File: config.mk
export PLATFORM = sky130hd
export DESIGN_NAME = qspr_ram
export DESIGN_NICKNAME = d
export VERILOG_FILES = /design/src/design/qspr_ram.sv
export SDC_FILE = /design/constraint.sdc
export NUM_CORES = 1
export LEC_CHECK = 0
export BUFFER_PORTS_ARGS = -buffer_cell sky130_fd_sc_hd__buf_2
export CORE_AREA = 2 2 127 98
export CTS_BUF_LIST = sky130_fd_sc_hd__clkbuf_16
export CTS_CLUSTER_DIAMETER = 150
export DETAILED_ROUTE_END_ITERATION = 10
export DIE_AREA = 0 0 129 100
export PLACE_DENSITY = 0.72
export SLEW_MARGIN = 20
export SYNTH_ARGS = -nofsm -noshare
export SYNTH_HDL_FRONTEND = slang
export SYNTH_SLANG_ARGS = --single-unit
File: constraint.sdc
create_clock -name clk -period 1.9 [get_ports clk]
set_input_delay 0 -clock clk [delete_from_list [all_inputs] [get_ports clk]]
set_output_delay 0 -clock clk [all_outputs]
set_load 0.1 [all_outputs]
File: src/design/qspr_ram.sv
// ----------------------------------------------------------------------------
// qspr_ram
// generic single write port, single read port ram with registered read
// ----------------------------------------------------------------------------
module qspr_ram #(
    parameter int WIDTH = 8,
    parameter int DEPTH = 16
) (
    input  logic                     clk,
    input  logic                     we,
    input  logic [$clog2(DEPTH)-1:0] waddr,
    input  logic [WIDTH-1:0]         wdata,
    input  logic [$clog2(DEPTH)-1:0] raddr,
    output logic [WIDTH-1:0]         rdata
);

    logic [WIDTH-1:0] mem [DEPTH];
    logic [WIDTH-1:0] rdata_reg;

    always_ff @(posedge clk)
    begin
        if (we)
        begin
            mem[waddr] <= wdata;
        end
        rdata_reg <= mem[raddr];
    end

    assign rdata = rdata_reg;

endmodule

==> flow_metrics.env, run 1 <==
export IMPL_status="finished, final reports clean"
export IMPL_overflow=0
export IMPL_hpwl_um=6100
export IMPL_syn_nets=247
export IMPL_clockPowerShare_pct=49.5
export IMPL_min_delay_start="waddr[0]"
export IMPL_worstSkewPairLatency_ps=410
export IMPL_ios=26
export IMPL_p_leak_nw=2.17
export IMPL_wirelength_um=9810
export IMPL_finalHoldViolations=0
export IMPL_worst_pin_slew_ps=703
export IMPL_max_cap_viol_count=0
export IMPL_syn_avg_cell_area_sq_um=22.5
export IMPL_arrival_ps=1610
export IMPL_clock_sinks=136
export IMPL_die_x_um=129
export IMPL_grt_pass1_vias=2606
export IMPL_num_vias=2472
export IMPL_startpoint="mem[1][2]$_DFFE_PP_"
export IMPL_worst_r2r_path_depth=3
export IMPL_syn_area_sq_um=5150
export IMPL_r2r_end="rdata[2]$_DFF_P_"
export IMPL_end_kind="flop"
export IMPL_largest_reg_flops=128
export IMPL_power_frac_comb_pct=6.0
export IMPL_gp_congestion=0.740
export IMPL_met3WireLength_um=903
export IMPL_p_per_area_nw_per_um2=1200
export IMPL_r2r_start="mem[1][2]$_DFFE_PP_"
export IMPL_drc=0
export IMPL_fmax_mhz=758
export IMPL_drt_iter0_markers=245
export IMPL_hold_path_cell_count=3
export IMPL_drv_slew=0
export IMPL_cts_tree="done"
export IMPL_critPathBufInv=0
export IMPL_wl_per_cell_um=20.9
export IMPL_ir_worst_vdd_uv=646
export IMPL_antennaDiodeCount=0
export IMPL_synth_top_cell_by_area="edfxtp_1"
export IMPL_crit_family="multiplexers"
export IMPL_internal_power_mw=6.07
export IMPL_power_switching_mw=1.52
export IMPL_rsz0062_at_grt="false"
export IMPL_hold_end="mem[4][4]$_DFFE_PP_"
export IMPL_port_buffers=25
export IMPL_coreArea_sq_um=11900
export IMPL_period_share_pct=69.5
export IMPL_fin_util_pct=53.3
export IMPL_timing_slew_headroom_pct=53.0
export IMPL_synth_async_reset_ratio_pct=0
export IMPL_preCtsSetupSlack_ps=462
export IMPL_path_clk_slew_ps=60
export IMPL_crit_type="reg -> reg"
export IMPL_crit_fanout=1
export IMPL_synthCells=229
export IMPL_grt_first_pass_wirelength_um=15200
export IMPL_p_sw_share_pct=20.0
export IMPL_grt_max_degree=33
export IMPL_first_pass_iters=4
export IMPL_cts_root_buffer="clkbuf_16"
export IMPL_hp_class="in -> reg"
export IMPL_wl_met1_um=4250
export IMPL_skew_ps=6.10
export IMPL_ys_types=19
export IMPL_fp_dieH_um=100
export IMPL_synth_area_top_cells="edfxtp_1 75%, mux4_2 7.9%, mux4_1 7.1%"
export IMPL_syn_to_final_growth_pct=22.8
export IMPL_synth_flop_cell="edfxtp_1"
export IMPL_synth_edff_count=128
export IMPL_setup_violations_final=0
export IMPL_finalCriticalPeriod_ps=1320
export IMPL_seq_power_share_pct=44.5
export IMPL_ys_top_cells_by_count="128 x edfxtp_1, 18 x mux4_2, 16 x a22oi_1"
export IMPL_htreeDepth=4
export IMPL_nNetsFinal=309
export IMPL_synth_top_cell_area_share_pct=74.7
export IMPL_initial_core_util_pct=43.4
export IMPL_cts_buffers=17
export IMPL_die_area_sq_um=12900
export IMPL_drive_above_1_share_pct=30.6
export IMPL_setup_tns_ps=0
export IMPL_cts_buffer_depth=2
export IMPL_postCtsSetupBuffers=0
export IMPL_path_cells="mux4_1, a22oi_1, nand2_1"
export IMPL_cp_required_ps=2190
export IMPL_r2r_slack_ps=580
export IMPL_synth_most_common_cell="edfxtp_1"
export IMPL_ant_nets=0
export IMPL_setup_slack_ps=580
export IMPL_vias_per_cell=5.26
export IMPL_synth_seq_cells=136
export IMPL_wl_met2_um=4560
export IMPL_highest_layer="met4"
export IMPL_slowest_stage="mux4_1"
export IMPL_track_usage_pct=17.0
export IMPL_ys_seq_area_share_pct=77.8
export IMPL_slowest_delay_ps=520
export IMPL_antenna_found_initial=0
export IMPL_worst_setup_path_start_kind="flop"
export IMPL_row_count=35
export IMPL_yosys_warnings=0
## area by class of cell
type / count / area, sq um
repair buffers: 53 / 368
clock buffers: 17 / 425
fillers: 899 / 5550
flip-flops and latches: 136 / 4000
well taps: 166 / 208
multi-input cells: 83 / 1060
clock inverters: 15 / 258
## kinds of logic (layout without fill, tap and decap cells)
logic type | count (synthesis) | in the layout | share of synthesized area [%]
flip-flops | 136 | 136 | 77.8
AND/OR/NAND/NOR | 35 | 35 | 3.18
multiplexers | 32 | 32 | 15.0
AO/OA/AOI/OAI | 16 | 16 | 2.33
buffers and inverters | 10 | 85 | 1.68
## stage by stage
step / total power, mW / std cells / hold WS (ps) / instance area (sq um)
after detailed placement: 3.89 / 430 / 395 / 5560
after global routing: 7.82 / 470 / 173 / 6320
after global placement: 3.88 / 430 / 385 / 5560
after floorplan: 3.75 / 229 / 98.9 / 5150
final: 7.59 / 470 / 157 / 6320
after CTS: 7.64 / 470 / 148 / 6320
## cell usage in the layout, fill, tap and decap left out, drive strengths merged
cell type    netlist  final
inv                0      2
dlygate4sd3        0      8
nand2b             2      2
nor3               4      4
or3b               1      1
clkinvlp           0      3
buf                7     45
nand2              9      9
and2               1      1
edfxtp           128    128
a22oi             16     16
clkbuf             0     17
and2b              1      1
nor2              13     13
clkinv             0      3
dfxtp              8      8
nand3              1      1
bufinv             0      7
nor2b              1      1
nand3b             2      2
mux4              32     32
## tightest hold or removal path, stage by stage
cell and delay (ps):
buf_2 140, nor3_1 70, buf_4 180
## routing by layer
layer,vias to the layer above,global-route usage [%]
met3,13,4.74
met5,-,0
met1,1252,24.3
li1,1101,-
met4,0,7.02
met2,106,25.0
## power groups by stage
stage,clock [mW],combinational (mW),sequential (mW)
6_report,3.76,0.458,3.38
5_1_grt,3.95,0.489,3.38
4_1_cts,3.80,0.464,3.38
3_5_place_dp,0,0.450,3.44
3_3_place_gp,0,0.441,3.44
2_1_floorplan,0,0.170,3.58
## timing repair
item / in CTS / in global routing
resized for setup: 0 / 0
hold endpoints to repair: 128 / 0
hold buffers: 8 / 0
## worst max-delay path by stage
stage / to / slack [ps] / cells after the start
3_5_place_dp: rdata[1]$_DFF_P_ / 460 / 5
4_1_cts: rdata[1]$_DFF_P_ / 560 / 3
3_3_place_gp: rdata[0]$_DFF_P_ / 470 / 5
6_report: rdata[2]$_DFF_P_ / 580 / 3
2_1_floorplan: mem[0][0]$_DFFE_PP_ / 410 / 2
5_1_grt: rdata[1]$_DFF_P_ / 520 / 3
Power figures use the tool's default switching activity.
==> run 2, diff against run 1 <==
--- a/config.mk
+++ b/config.mk
@@ -5,13 +5,14 @@
 export SDC_FILE = /design/constraint.sdc
 export NUM_CORES = 1
 export LEC_CHECK = 0
+export ABC_AREA = 1
 export BUFFER_PORTS_ARGS = -buffer_cell sky130_fd_sc_hd__buf_2
-export CORE_AREA = 2 2 127 98
+export CORE_AREA = 2 2 134 104
 export CTS_BUF_LIST = sky130_fd_sc_hd__clkbuf_16
 export CTS_CLUSTER_DIAMETER = 150
 export DETAILED_ROUTE_END_ITERATION = 10
-export DIE_AREA = 0 0 129 100
-export PLACE_DENSITY = 0.72
+export DIE_AREA = 0 0 136 106
+export PLACE_DENSITY = 0.71
 export SLEW_MARGIN = 20
 export SYNTH_ARGS = -nofsm -noshare
 export SYNTH_HDL_FRONTEND = slang
==> constraint.sdc (replaced) <==
create_clock -name clk -period 1.3 [get_ports clk]
set_input_delay 0 -clock clk [delete_from_list [all_inputs] [get_ports clk]]
set_output_delay 0 -clock clk [all_outputs]
set_load 0.1 [all_outputs]
==> flow_metrics.env, run 2 <==
export IMPL_status="finished, final reports clean"
export IMPL_worst_pin_slew_ps=495
export IMPL_yosys_area_share_adder_pct=0
export IMPL_drive_above_1_share_pct=12.8
export IMPL_synth_xor_area_share_pct=0
export IMPL_p_leak_nw=2.94
export IMPL_final_cell_mix="173 x nand2_1, 128 x edfxtp_1, 103 x inv_1"
export IMPL_nNetsFinal=615
export IMPL_crit_type="reg -> out"
export IMPL_path_cells="buf_2"
export IMPL_crit_fanout=1
export IMPL_synth_area_top_cells="edfxtp_1 67%, nand2_1 11%, nand3_1 8.4%"
export IMPL_ys_types=12
export IMPL_fin_cells=786
export IMPL_timing_slew_headroom_pct=67.2
export IMPL_final_common_cell="nand2_1"
export IMPL_synth_most_common_cell="nand2_1"
export IMPL_cts_tree="done"
export IMPL_fmax_mhz=811
export IMPL_grt_first_pass_wirelength_um=20500
export IMPL_synth_compound_area_share_pct=0
export IMPL_die_x_um=136
export IMPL_postCtsSetupBuffers=0
export IMPL_hold_end="mem[0][6]$_DFFE_PP_"
export IMPL_yosys_warnings=0
export IMPL_grt_pass1_vias=3770
export IMPL_syn_to_final_growth_pct=16.4
export IMPL_coreArea_sq_um=13200
export IMPL_critPathBufInv=1
export IMPL_wl_per_cell_um=16.6
export IMPL_drt_iter0_markers=387
export IMPL_skew_ps=7.84
export IMPL_finalCriticalPeriod_ps=1230
export IMPL_port_buffers=25
export IMPL_rsz0062_at_grt="false"
export IMPL_r2r_end="rdata[4]$_DFF_P_"
export IMPL_end_kind="primary output"
export IMPL_synth_top_cell_area_share_pct=66.7
export IMPL_setup_tns_ps=0
export IMPL_ios=26
export IMPL_ys_top_cells_by_count="173 x nand2_1, 128 x edfxtp_1, 100 x inv_1"
export IMPL_crit_family="buffers and inverters"
export IMPL_arrival_ps=1230
export IMPL_setup_violations_final=0
export IMPL_synth_top_cell_by_area="edfxtp_1"
export IMPL_ir_worst_vdd_uv=1110
export IMPL_dp_cells=752
export IMPL_p_per_area_nw_per_um2=1520
export IMPL_cts_buffer_depth=2
export IMPL_cts_resized_gates=0
export IMPL_r2r_start="mem[11][4]$_DFFE_PP_"
export IMPL_worst_r2r_path_depth=6
export IMPL_wirelength_um=13000
export IMPL_largest_reg_flops=128
export IMPL_antenna_found_initial=0
export IMPL_synth_seq_cells=136
export IMPL_gp_congestion=0.866
export IMPL_syn_avg_cell_area_sq_um=10.5
export IMPL_fp_dieH_um=106
export IMPL_cp_required_ps=1300
export IMPL_max_cap_viol_count=0
export IMPL_synth_edff_count=128
export IMPL_die_area_sq_um=14400
export IMPL_worst_setup_path_start_kind="flop"
export IMPL_p_total_mw=10.2
export IMPL_path_clk_slew_ps=50
export IMPL_worstSkewPairLatency_ps=410
export IMPL_hp_class="in -> reg"
export IMPL_ant_nets=0
export IMPL_initial_core_util_pct=43.6
export IMPL_syn_nets=569
export IMPL_syn_area_sq_um=5770
export IMPL_slowest_stage="buf_2"
export IMPL_clock_sinks=136
export IMPL_min_delay_start="wdata[6]"
export IMPL_row_count=37
export IMPL_synth_async_reset_ratio_pct=0
export IMPL_track_usage_pct=19.5
export IMPL_finalHoldViolations=0
export IMPL_overflow=0
export IMPL_synthCells=551
export IMPL_hold_path_cell_count=1
export IMPL_cts_buffers=17
export IMPL_vias_per_cell=4.98
export IMPL_grt_max_degree=65
export IMPL_slowest_delay_ps=450
export IMPL_first_pass_iters=5
export IMPL_synth_flop_cell="edfxtp_1"
export IMPL_synth_top_family_by_area="simple AND/OR/NAND/NOR gates"
export IMPL_num_vias=3917
export IMPL_period_share_pct=94.8
export IMPL_cts_root_buffer="clkbuf_16"
export IMPL_finalInstanceArea_sq_um=6720
export IMPL_drv_slew=0
export IMPL_synth_mux_area_share_pct=0
export IMPL_drc=0
export IMPL_dpl_cell_area_sq_um=6160
export IMPL_hpwl_um=8090
export IMPL_synth_simple_area_share_pct=21.0
export IMPL_htreeDepth=4
export IMPL_r2r_slack_ps=260
export IMPL_ys_seq_area_share_pct=69.4
[run 2: changes by cell type after synthesis, sizes merged, moves of 16 or more]
cell   change
mux4      -32
a22oi     -16
buf       +17
nand2    +164
inv      +102
nand3     +96
[run 2: per-layer routing]
metal,routed length [um],up-vias,GRT usage (%)
li1,-,1866,-
met5,0,-,0
met3,1050,14,5.63
met4,165,0,5.58
met1,5970,1865,27.9
met2,5850,172,29.0
[run 2: kinds of logic after synthesis]
| group | count (synthesis) |
|---|---|
| buffers and inverters | 126 |
| and+or+nand+nor | 289 |
| DFF | 136 |
[run 2: how the worst max path moves through the flow]
stage | from | end | slack [ps] | depth (start not counted)
2_1_floorplan | waddr[2] | mem[10][0]$_DFFE_PP_ | 350 | 2
4_1_cts | rdata[7]$_DFF_P_ | rdata[7] | 60 | 1
5_1_grt | rdata[7]$_DFF_P_ | rdata[7] | 40 | 1
3_3_place_gp | raddr[1] | rdata[1]$_DFF_P_ | 190 | 7
3_5_place_dp | raddr[1] | rdata[1]$_DFF_P_ | 170 | 7
6_report | rdata[3]$_DFF_P_ | rdata[3] | 70 | 1
[run 2: timing repair]
| action | in CTS | in global routing |
|---|---|---|
| endpoints found under the hold margin | 6 | 0 |
| setup endpoints to repair | 0 | 0 |
| hold buffers | 1 | 0 |
[run 2: layout make-up]
type / count / area, sq um
clock inverters: 15 / 120
repair buffers: 51 / 348
diodes: 1 / 2.50
clock buffers: 17 / 425
fillers: 1187 / 6530
flip-flops and latches: 136 / 4000
multi-input cells: 289 / 1210
inverters: 102 / 383
well taps: 175 / 219
[run 2: where the power goes]
part           total, mW  internal [mW]  switching, mW
Combinational      0.816          0.187          0.628
Sequential          4.94           4.90         0.0349
Clock               4.43           2.75           1.68
Total               10.2           7.84           2.34
[run 2: metrics by stage]
step / hold WS [ps] / setup WS, ps / utilization (%)
2_1_floorplan: 98.9 / 349 / -
3_3_place_gp: 371 / 186 / 46.5
3_5_place_dp: 361 / 170 / 46.5
4_1_cts: 11.7 / 61.1 / 50.7
5_1_grt: 16.8 / 38.0 / 50.7
6_report: 20.2 / 67.5 / 50.7
